**src/hw/rtl/cau_pkg.sv**
```systemverilog
// Shared types, constants and helpers for the complex arithmetic unit.
// No dependencies; every other file of the block but cau_checker uses this package.
`default_nettype none
package cau_pkg;

  // Default number of fraction bits of the fixed-point operands.
  localparam int FRAC_BITS = 8;
  // Width of the shifted divide numerator; covers FRAC_BITS up to 17.
  localparam int NW = 49;
  // Quotient bits produced by the divide iterations.
  localparam int QW = 17;
  // Number of iteration stages, one quotient bit each.
  localparam int NSTEP = 17;
  // Square-root iterations, one root bit each.
  localparam int SQ_STEPS = 16;

  // Operation codes.
  localparam logic [2:0] MODE_ADD  = 3'd0;
  localparam logic [2:0] MODE_SUB  = 3'd1;
  localparam logic [2:0] MODE_MUL  = 3'd2;
  localparam logic [2:0] MODE_DIV  = 3'd3;
  localparam logic [2:0] MODE_NEG  = 3'd4;
  localparam logic [2:0] MODE_CONJ = 3'd5;
  localparam logic [2:0] MODE_MAG  = 3'd6;

  // Saturated value with its overflow flag.
  typedef struct packed {
    logic               ovf;
    logic signed [15:0] val;
  } sat_t;

  // Contents of the product stage.
  typedef struct packed {
    logic [2:0]         mode;
    logic signed [31:0] p0;
    logic signed [31:0] p1;
    logic signed [31:0] p2;
    logic signed [31:0] p3;
    logic signed [31:0] p4;
    logic signed [31:0] p5;
    logic signed [15:0] res_re;
    logic signed [15:0] res_im;
    logic               ovf;
    logic               dbz;
  } prod_t;

  // Contents of the combine stage and of each iteration stage.
  typedef struct packed {
    logic [2:0]         mode;
    logic signed [15:0] res_re;
    logic signed [15:0] res_im;
    logic               ovf;
    logic               dbz;
    logic               neg_re;
    logic               neg_im;
    logic               big_re;
    logic               big_im;
    logic [NW-1:0]      n_re;
    logic [NW-1:0]      n_im;
    logic [31:0]        den;
    logic [QW-1:0]      q_re;
    logic [QW-1:0]      q_im;
    logic [31:0]        sx;
    logic [31:0]        sr;
  } pipe_t;

  // Clamp a wide signed value to the 16-bit range.
  function automatic sat_t sat16(input logic signed [49:0] v);
    sat_t s;
    if (v > 50'sd32767) begin
      s.ovf = 1'b1;
      s.val = 16'sh7FFF;
    end else if (v < -50'sd32768) begin
      s.ovf = 1'b1;
      s.val = 16'sh8000;
    end else begin
      s.ovf = 1'b0;
      s.val = v[15:0];
    end
    return s;
  endfunction

endpackage
`default_nettype wire

```
**src/hw/rtl/cau_iter.sv**
```systemverilog
// One iteration stage: one restoring-divide bit for both parts and, while
// STEP is below SQ_STEPS, one square-root bit. Depends on cau_pkg.
`default_nettype none
module cau_iter #(
  parameter int STEP = 0
) (
  input  wire             clk,
  input  wire             en,
  input  cau_pkg::pipe_t  d,
  output cau_pkg::pipe_t  q
);

  localparam int NW = cau_pkg::NW;
  localparam int SHIFT = cau_pkg::QW - 1 - STEP;
  localparam int BPOS = (STEP < cau_pkg::SQ_STEPS) ? 30 - 2 * STEP : 0;
  localparam logic [31:0] BIT = 32'(1) << BPOS;

  cau_pkg::pipe_t d_nxt, q_r;
  logic [NW-1:0] dv_sh;
  logic [32:0] t;

  // Trial subtraction for each quotient, then one root step if STEP < SQ_STEPS.
  always_comb begin
    d_nxt = d;
    dv_sh = NW'(d.den) << SHIFT;
    if (d.n_re >= dv_sh) begin
      d_nxt.n_re = d.n_re - dv_sh;
      d_nxt.q_re[SHIFT] = 1'b1;
    end
    if (d.n_im >= dv_sh) begin
      d_nxt.n_im = d.n_im - dv_sh;
      d_nxt.q_im[SHIFT] = 1'b1;
    end
    t = {1'b0, d.sr} + {1'b0, BIT};
    if (STEP < cau_pkg::SQ_STEPS) begin
      if ({1'b0, d.sx} >= t) begin
        d_nxt.sx = d.sx - t[31:0];
        d_nxt.sr = (d.sr >> 1) + BIT;
      end else begin
        d_nxt.sr = d.sr >> 1;
      end
    end
  end

  always_ff @(posedge clk) begin
    if (en) begin
      q_r <= d_nxt;
    end
  end

  assign q = q_r;

endmodule
`default_nettype wire

```
**config.mk**
```make
export PLATFORM = sky130hd
export DESIGN_NAME = cau_iter
export DESIGN_NICKNAME = d
export VERILOG_FILES = /design/src/hw/rtl/cau_pkg.sv /design/src/hw/rtl/cau_iter.sv
export SDC_FILE = /design/constraint.sdc
export NUM_CORES = 1
export LEC_CHECK = 0
export BUFFER_PORTS_ARGS = -buffer_cell sky130_fd_sc_hd__buf_2
export CAP_MARGIN = 0
export CORE_AREA = 5 5 207 209
export DETAILED_ROUTE_END_ITERATION = 10
export DIE_AREA = 0 0 212 214
export GPL_ROUTABILITY_DRIVEN = 0
export PLACE_DENSITY = 0.65
export SYNTH_ARGS = -nofsm -noshare
export SYNTH_HDL_FRONTEND = slang
export SYNTH_SLANG_ARGS = --single-unit
```
**constraint.sdc**
```tcl
create_clock -name clk -period 4.25 [get_ports clk]
set_input_delay 1.275 -clock clk [delete_from_list [all_inputs] [get_ports clk]]
set_output_delay 1.275 -clock clk [all_outputs]
set_load 0.01 [all_outputs]
```
==> impl_results.md <==
* Die area at 45400 sq um
* CTS tree: done
* Core Area at 40600 sq um
* Most frequent cells after synthesis: edfxtp_1, nand2_1, o21ai_0
* Final Non-Filler Cells at 2440
* Initial antenna violation count at 14
* CTS resizes at 0
* Drt pass-1 iters at 5
* Synth top area share at 54.9%
* Clk buf depth at 3
* Setup CP Type: input pin to register
* Type of origin of the critical path: input pin
* DPL Wire Length at 44300 um
* Pleak at 8.78 nW
* Syn Nets at 1635
* # Post-CTS Setup Buffers at 0
* Synthesized area at 14700 sq um
* Hold EP: q[236]
* Vias after detailed routing at 12600
* Syn_area_per_cell at 11.6 sq um
* Largest register FFs at 269
* #FFs+latches synth at 269
* MaxCap Viol Count at 0
* Net Sw Power at 2.35 mW
* Comb power frac at 23.8%
* TNS Setup at 0 ns
* EDFF count, synth at 269
* First-pass GRT wire length at 78500 um
* P_int at 5.66 mW
* Clk sinks at 269
* Hold Path Depth at 1
* Vias per std cell at 5.18
* Die Ht at 214 um
* Vias in the first global route at 12800
* Unique masters post-synth at 78
* Fin crit share at 89.3%
* Fmax at 264 MHz
* YS warnings at 0
* Flop pwr share at 41.9%
* Worst-case headroom to the max-slew limit at 54.1%
* Port Buffers at 539
* Power Density at 408 nW/um^2
* CP max FO at 25
* Top area cells in the synthesized netlist: edfxtp_1, ha_1, o21ai_0
* Critical Path AT at 4.10 ns
* Outcome: complete, no violations
* Critical-path cell list: buf_2 > inv_1 > ha_1 > nor2b_1 > o21bai_1 > a31oi_1 > o211ai_1 > nand2_1 > a2111oi_2 > nor2_1 > a31oi_4 > buf_12 > mux2_1
* Number of DRC markers in iteration 0 at 889
* Area Overhead vs Synth at 33.4%
* Final net count at 2249
* Hold Fails Final Rpt at 0
* Synth area leader: edfxtp_1
* Hold crit path type: input pin to register
* Chip Width at 212 um
* ANT nets after route at 0
* Cells after DPL at 2377
* Seq/Total Area, Yosys at 54.9%
* Critical Path Start: d[1]
* Top FF cell, synth: edfxtp_1
* Worst endpoint required time at 4.56 ns
* Worst Setup End Kind: register
* Async set-reset flop share out of synthesis at 0%
* Switch share at 29.3%
* Final Setup Violations at 0
* RSZ-0062 raised after global routing: false
* HP Start: d[236]
* Initial core utilization at 36.2%
* Post-route minimum period at 3.79 ns
* Num CTS Buffers at 31
* IO Count at 540
* Post-Syn Instances at 1264
* Clk pwr share at 34.3%
* DRC errors left at 0
* CP max stage cell: a2111oi_2
* Most frequent cell after synthesis: edfxtp_1
* Max rail drop VDD at 329 uV
* Total Wirelength at 54100 um
* Largest net degree at the start of global routing at 85
* DR WL/cell at 22.2 um
* Tot GR Track Use at 22.6%
* Tightest Pin Transition at 0.688 ns
* # rows at 74
* Fin util at 48.3%
* Total gr overflow at 0
* Hold_buf cts at 0
* CP peak stage delay at 0.46 ns
* Htree depth at 1
* Worst-path clk slew at 0.06 ns
* CTS Root Cell: clkbuf_16
* Fraction of layout cells with a size suffix above 1 at 36.6%
* Pins over their slew limit at 0
[power groups by stage]
stage | Sequential (mW) | Clock [mW] | Combinational, mW
2_1_floorplan | 3.55 | 0 | 0.861
3_3_place_gp | 3.40 | 0 | 1.89
3_5_place_dp | 3.40 | 0 | 1.91
4_1_cts | 3.36 | 2.83 | 1.92
5_1_grt | 3.37 | 2.94 | 2.08
6_report | 3.35 | 2.74 | 1.91
[worst max-delay path: cells and delay by family]
kind	cells	cell delay [ns]
AO/OA/AOI/OAI	5	1.32
AND/OR/NAND/NOR	3	0.45
buffers and inverters	3	0.36
multiplexers	1	0.35
adder cells (fa/ha/maj)	1	0.32
[how the worst max path moves through the flow]
stage | slack, ns | depth (start not counted) | to
3_5_place_dp | -0.07 | 13 | q[38]
5_1_grt | 0.28 | 13 | q[38]
3_3_place_gp | -0.05 | 13 | q[225]
6_report | 0.46 | 13 | q[38]
4_1_cts | 0.52 | 13 | q[38]
2_1_floorplan | 0.26 | 12 | q[178]
[cells in the final DEF (no fill, tap or decap), types with 46 or more instances in the layout]
| cell type | Yosys | layout |
|---|---|---|
| buf_2 | 4 | 538 |
| a21o_1 | 46 | 46 |
| nand2_1 | 123 | 123 |
| xnor2_1 | 46 | 46 |
| inv_1 | 94 | 94 |
| edfxtp_1 | 269 | 269 |
| nor2_1 | 52 | 52 |
| ha_1 | 97 | 97 |
| buf_4 | 0 | 68 |
| a21oi_1 | 83 | 82 |
| o21ai_0 | 106 | 106 |
[logic make-up (layout without fill, tap and decap cells)]
family | count (synthesis) | count (layout) | synth area share (%)
simple gates | 303 | 303 | 9.87
other cells | 0 | 5 | 0
xor+xnor | 80 | 80 | 4.76
compound gates | 348 | 348 | 15.5
fa+ha+maj | 100 | 100 | 8.65
buf+inv | 126 | 765 | 3.50
mux | 38 | 38 | 2.89
flops | 269 | 269 | 54.9
[through the flow]
stage | cell area (sq um) | power [mW] | worst slack (ns) | hold WS [ns]
after global placement | 18600 | 5.30 | -0.0547 | 1.45
after detailed placement | 18600 | 5.32 | -0.0731 | 1.45
final | 19600 | 8.00 | 0.457 | 0.878
after global routing | 19600 | 8.39 | 0.281 | 0.844
after floorplan | 14700 | 4.41 | 0.256 | 1.37
after CTS | 19600 | 8.11 | 0.522 | 0.833
[routing by layer]
layer  GRT usage [%]  routed length (um)  up-vias
met2            42.0               28000      536
met4            6.98                1860       14
li1                -                   -     5994
met5               0                 102        -
met3            5.22                4510       96
met1            25.3               19600     6008
[layout make-up]
| class | instances | area (sq um) |
|---|---|---|
| clock inverters | 26 | 267 |
| well taps | 532 | 666 |
| multi-input cells | 869 | 6140 |
| clock buffers | 32 | 779 |
| flip-flops and latches | 269 | 8080 |
| fillers | 3794 | 21000 |
| inverters | 94 | 353 |
| repair buffers | 613 | 3340 |
| diodes | 5 | 12.5 |
No activity file was read; power rests on OpenSTA's default activity.
