`src/hw/rtl/cau_pkg.sv`:
```
// Shared types, constants and helpers for the complex arithmetic unit.
// No dependencies; every other file of the block but cau_checker uses this package.
`default_nettype none
package cau_pkg;

  // Default number of fraction bits of the fixed-point operands.
  localparam int FRAC_BITS = 8;
  // Width of the shifted divide numerator; covers FRAC_BITS up to 17.
  localparam int NW = 49;
  // Quotient bits produced by the divide iterations.
  localparam int QW = 17;
  // Number of iteration stages, one quotient bit each.
  localparam int NSTEP = 17;
  // Square-root iterations, one root bit each.
  localparam int SQ_STEPS = 16;

  // Operation codes.
  localparam logic [2:0] MODE_ADD  = 3'd0;
  localparam logic [2:0] MODE_SUB  = 3'd1;
  localparam logic [2:0] MODE_MUL  = 3'd2;
  localparam logic [2:0] MODE_DIV  = 3'd3;
  localparam logic [2:0] MODE_NEG  = 3'd4;
  localparam logic [2:0] MODE_CONJ = 3'd5;
  localparam logic [2:0] MODE_MAG  = 3'd6;

  // Saturated value with its overflow flag.
  typedef struct packed {
    logic               ovf;
    logic signed [15:0] val;
  } sat_t;

  // Contents of the product stage.
  typedef struct packed {
    logic [2:0]         mode;
    logic signed [31:0] p0;
    logic signed [31:0] p1;
    logic signed [31:0] p2;
    logic signed [31:0] p3;
    logic signed [31:0] p4;
    logic signed [31:0] p5;
    logic signed [15:0] res_re;
    logic signed [15:0] res_im;
    logic               ovf;
    logic               dbz;
  } prod_t;

  // Contents of the combine stage and of each iteration stage.
  typedef struct packed {
    logic [2:0]         mode;
    logic signed [15:0] res_re;
    logic signed [15:0] res_im;
    logic               ovf;
    logic               dbz;
    logic               neg_re;
    logic               neg_im;
    logic               big_re;
    logic               big_im;
    logic [NW-1:0]      n_re;
    logic [NW-1:0]      n_im;
    logic [31:0]        den;
    logic [QW-1:0]      q_re;
    logic [QW-1:0]      q_im;
    logic [31:0]        sx;
    logic [31:0]        sr;
  } pipe_t;

  // Clamp a wide signed value to the 16-bit range.
  function automatic sat_t sat16(input logic signed [49:0] v);
    sat_t s;
    if (v > 50'sd32767) begin
      s.ovf = 1'b1;
      s.val = 16'sh7FFF;
    end else if (v < -50'sd32768) begin
      s.ovf = 1'b1;
      s.val = 16'sh8000;
    end else begin
      s.ovf = 1'b0;
      s.val = v[15:0];
    end
    return s;
  endfunction

endpackage
`default_nettype wire

```
`src/hw/rtl/cau_back.sv`:
```
// Result stage: sign and saturation of quotients, root rounding and the
// output register. Depends on cau_pkg.
`default_nettype none
module cau_back (
  input  wire                 clk,
  input  wire                 en,
  input  cau_pkg::pipe_t      d,
  output logic signed [15:0]  res_re,
  output logic signed [15:0]  res_im,
  output logic                ovf,
  output logic                dbz
);

  // Apply the sign to a quotient and saturate it.
  function automatic cau_pkg::sat_t div_res(input logic [cau_pkg::QW-1:0] qv,
                                            input logic neg, input logic big);
    cau_pkg::sat_t s;
    if (big) begin
      s.ovf = 1'b1;
      s.val = neg ? 16'sh8000 : 16'sh7FFF;
    end else begin
      s = cau_pkg::sat16(neg ? -50'(qv) : 50'(qv));
    end
    return s;
  endfunction

  logic signed [15:0] re_nxt, im_nxt, re_r, im_r;
  logic ovf_nxt, dbz_nxt, ovf_r, dbz_r;
  cau_pkg::sat_t s_re, s_im, s_mag;
  logic [16:0] root;

  // Select the final result by operation.
  always_comb begin
    s_re = div_res(d.q_re, d.neg_re, d.big_re);
    s_im = div_res(d.q_im, d.neg_im, d.big_im);
    root = 17'(d.sr[15:0]) + ((d.sx > d.sr) ? 17'd1 : 17'd0);
    s_mag = cau_pkg::sat16(50'(root));
    re_nxt = d.res_re;
    im_nxt = d.res_im;
    ovf_nxt = d.ovf;
    dbz_nxt = d.dbz;
    unique case (d.mode)
      cau_pkg::MODE_DIV: begin
        if (!d.dbz) begin
          re_nxt = s_re.val;
          im_nxt = s_im.val;
          ovf_nxt = s_re.ovf | s_im.ovf;
        end else begin
          ovf_nxt = 1'b0;
        end
      end
      cau_pkg::MODE_MAG: begin
        re_nxt = s_mag.val;
        im_nxt = 16'sd0;
        ovf_nxt = s_mag.ovf;
      end
      default: begin
      end
    endcase
  end

  always_ff @(posedge clk) begin
    if (en) begin
      re_r <= re_nxt;
      im_r <= im_nxt;
      ovf_r <= ovf_nxt;
      dbz_r <= dbz_nxt;
    end
  end

  assign res_re = re_r;
  assign res_im = im_r;
  assign ovf = ovf_r;
  assign dbz = dbz_r;

endmodule
`default_nettype wire

```
`config.mk`:
```
export PLATFORM = sky130hd
export DESIGN_NAME = cau_back
export DESIGN_NICKNAME = d
export VERILOG_FILES = /design/src/hw/rtl/cau_pkg.sv /design/src/hw/rtl/cau_back.sv
export SDC_FILE = /design/constraint.sdc
export NUM_CORES = 1
export LEC_CHECK = 0
export BUFFER_PORTS_ARGS = -buffer_cell sky130_fd_sc_hd__buf_2
export CAP_MARGIN = 10
export CORE_AREA = 2 2 118 120
export CTS_CLUSTER_DIAMETER = 100
export DETAILED_ROUTE_END_ITERATION = 10
export DIE_AREA = 0 0 120 122
export PLACE_DENSITY = 0.6
export SYNTH_ARGS = -nofsm -noshare
export SYNTH_HDL_FRONTEND = slang
export SYNTH_SLANG_ARGS = --single-unit
```
`constraint.sdc`:
```
create_clock -name clk -period 10.79 [get_ports clk]
set_clock_uncertainty 0.05 [all_clocks]
set_input_delay 2.158 -clock clk [delete_from_list [all_inputs] [get_ports clk]]
set_output_delay 2.158 -clock clk [all_outputs]
set_load 0.02 [all_outputs]
```
==> key figures <==
Outcome
  • Status: finished, final reports clean

Placement
  • Port bufs: around 170
  • DP HPWL: roughly 11000 um
  • Dpl ws: 4.50 ns
  • Dpl cells: just under 800
  • Gpl congestion: 0.929

Setup path
  • CP Capture Type: flop
  • Setup crit start: d[11]
  • Worst-path maximum fanout: 9
  • CP Data Arrival Time: around 6 ns
  • Crit Path Category: in -> reg
  • CP Data Required Time: approximately 11 ns
  • Critical path launch point type: input port

Synthesis
  • Post-synth top flop: edfxtp_1
  • Syn_nets: 749
  • Mean Syn Cell Area: approximately 8.5 um2
  • Yosys top cell area share: ~27%
  • Post-synth EDFFs: 34
  • Sequential share of the synthesized area: a little over a quarter
  • Post-Syn Area: 0.00374 mm2
  • Largest cells by area after synthesis: edfxtp_1 27%, ha_1 13%, xnor2_1 4.9%
  • Share of flip-flops with an asynchronous set or reset: 0%
  • Ys Warns: 0
  • Leading area contributor after synthesis: edfxtp_1
  • Synth unique cells: just over 50
  • Mapped Cells: 440
  • Most common cell in the synthesized netlist: inv_1
  • Synth top cells by count: 43 x inv_1, 38 x ha_1, 34 x edfxtp_1
  • Yosys reg bits: 34

Final layout
  • FF+latch area: between 0.001 and 0.0015 mm2
  • FILL cells: roughly 1400
  • Layout area overhead: 31.8%
  • Fin cells: slightly below 800
  • Share of layout cells above drive strength 1: 30.9%
  • Final #Nets: 914
  • ANT cells: 0
  • Multi-input gate area: roughly 0.0025 mm2

Clock tree
  • Htree depth: 2
  • Cts hold-fix bufs: 0
  • CTS tree: done
  • Clk sinks: 34
  • CTS root buf: clkbuf_16
  • Num CTS Buffers: 5
  • Post-CTS setup buffers: 0
  • Resize count post-CTS: 0
  • Clk buf depth: 2
  • Worst-path clk slew: around 0.05 ns

Power and ir drop
  • PD cells: between 90 and 100 mW/mm2
  • Leak Pwr: approximately 2.2 nW
  • Post-route total power: approximately 0.48 mW
  • VDD IR max: between 60 and 70 uV

Floorplan
  • Row count: 43
  • Core Region: about 0.014 mm2
  • Die Ht: approximately 120 um
  • # IOs: approximately 310
  • Starting density of the core: about 28%
  • Die area: about 0.015 mm2
  • Chip width: approximately 120 um

STA
  • Max Slew Vio Count: 0
  • Worst Tran Pin Value: 0.822 ns
  • RSZ-0062 raised after global routing: no
  • Final setup viols: 0
  • FMAX: ~170 MHz
  • Final Hold Viols: 0
  • Final period utilization: between 50% and 60%
  • Tmin final: about 6.0 ns
  • Worst setup margin: approximately 4.8 ns
  • Setup_tns: 0 ns
  • Slew HR: 45.2%
  • Hold_ws: between 2 and 2.5 ns

Route
  • DRC Markers: 0
  • Post-Route WL: about 13000 um
  • Initial drt markers: roughly 320
  • Post-DR vias/cell: roughly 5.3
  • Final antenna-violating net count: 0
  • Via Count: about 4200
  • Routed WL per cell: roughly 17 um
  • First drt pass iteration count: 5

Global route
  • Gr ovfl total: 0
  • Wire length of the first global-routing pass: 20300 um
  • Antenna violations before repair: 0
  • GRT Overall Usage: around 17%
  • Vias in the first global route: 4073
  • Largest net degree at the start of global routing: 35

Worst hold path
  • Worst hold path class: in -> reg
  • Hold Crit Start: d[265]

Flow run
  • Max cap viols: 0
-- layer usage --
metal / share of wire, % / vias to the layer above / wire length, um / GRT usage (%)
met2: 48 / 221 / 6300 / 31.6
li1: - / 2003 / - / -
met4: 1.0 / 0 / 134 / 3.97
met1: 41 / 1922 / 5370 / 20.7
met5: 0 / - / 0 / 0
met3: 11 / 10 / 1390 / 4.35
-- kinds of logic after synthesis --
family	synth area share, %
buf+inv	6.12
fa+ha+maj	12.7
mux	1.10
flops	27.3
simple gates	18.4
compound gates	25.3
xor+xnor	9.13
-- sequential cells by signal, indices dropped and copies added, names as in the netlist --
| name | count |
|---|---|
| res_re | 16 |
| dbz | 1 |
| ovf | 1 |
| res_im | 16 |
-- report_power, final --
group	internal (mW)	leakage (nW)	switching (mW)
Combinational	0.0636	1.78	0.0910
Clock	0.109	0.0781	0.0550
Sequential	0.161	0.332	0.00304
-- cell type report --
class	instances	area share (%)
flip-flops and latches	34	20.7
well taps	180	4.57
clock inverters	1	0.609
clock buffers	7	2.69
multi-input cells	347	50.5
inverters	43	3.27
repair buffers	174	17.7
-- critical path: stages --
cell	delay, ns
buf_2	0.13
inv_1	0.07
ha_1	0.29
and4_1	0.22
nor2b_1	0.13
nand3_1	0.13
o311a_1	0.34
a21oi_1	0.21
ha_1	0.25
nand4_1	0.19
nor4_1	0.35
mux2i_1	0.36
nor2_1	0.21
a21oi_1	0.66
a41oi_1	0.23
-- path summary, 6_finish.rpt --
| path | cells past startpoint | to | slack (ns) |
|---|---|---|---|
| setup / recovery | 15 | res_re[4] | 4.79 |
| hold / removal | 2 | res_re[15] | 2.14 |
-- per-stage QoR --
| step | util [%] | instance area, um2 |
|---|---|---|
| final | 36.5 | 4930 |
| after global routing | 36.5 | 4930 |
| after CTS | 36.5 | 4930 |
| after detailed placement | 35.3 | 4770 |
| after global placement | 35.3 | 4770 |
| after floorplan | - | 3740 |
-- cell usage in the layout (no fill, tap or decap), types with 3 or more instances in the layout --
| master | count |
|---|---|
| mux2i_1 | 3 |
| nor2_1 | 32 |
| nand2b_1 | 8 |
| or3_1 | 7 |
| nor2b_1 | 6 |
| o21a_1 | 5 |
| o31ai_1 | 9 |
| inv_1 | 43 |
| a221oi_1 | 4 |
| xor2_1 | 18 |
| a31oi_1 | 3 |
| nand3_1 | 10 |
| a21oi_1 | 12 |
| a211oi_1 | 13 |
| nor4_1 | 7 |
| a22oi_1 | 14 |
| o211ai_1 | 13 |
| or4_1 | 3 |
| xnor2_1 | 21 |
| nor3_1 | 13 |
| nand2_1 | 20 |
| nor3b_1 | 4 |
| and2_1 | 3 |
| and4_1 | 3 |
| o41ai_1 | 5 |
| ha_1 | 38 |
| clkbuf_16 | 5 |
| buf_2 | 174 |
| edfxtp_1 | 34 |
| nand4_1 | 11 |
| o21ai_0 | 30 |
| a21o_1 | 7 |
No activity file was read; power rests on OpenSTA's default activity.
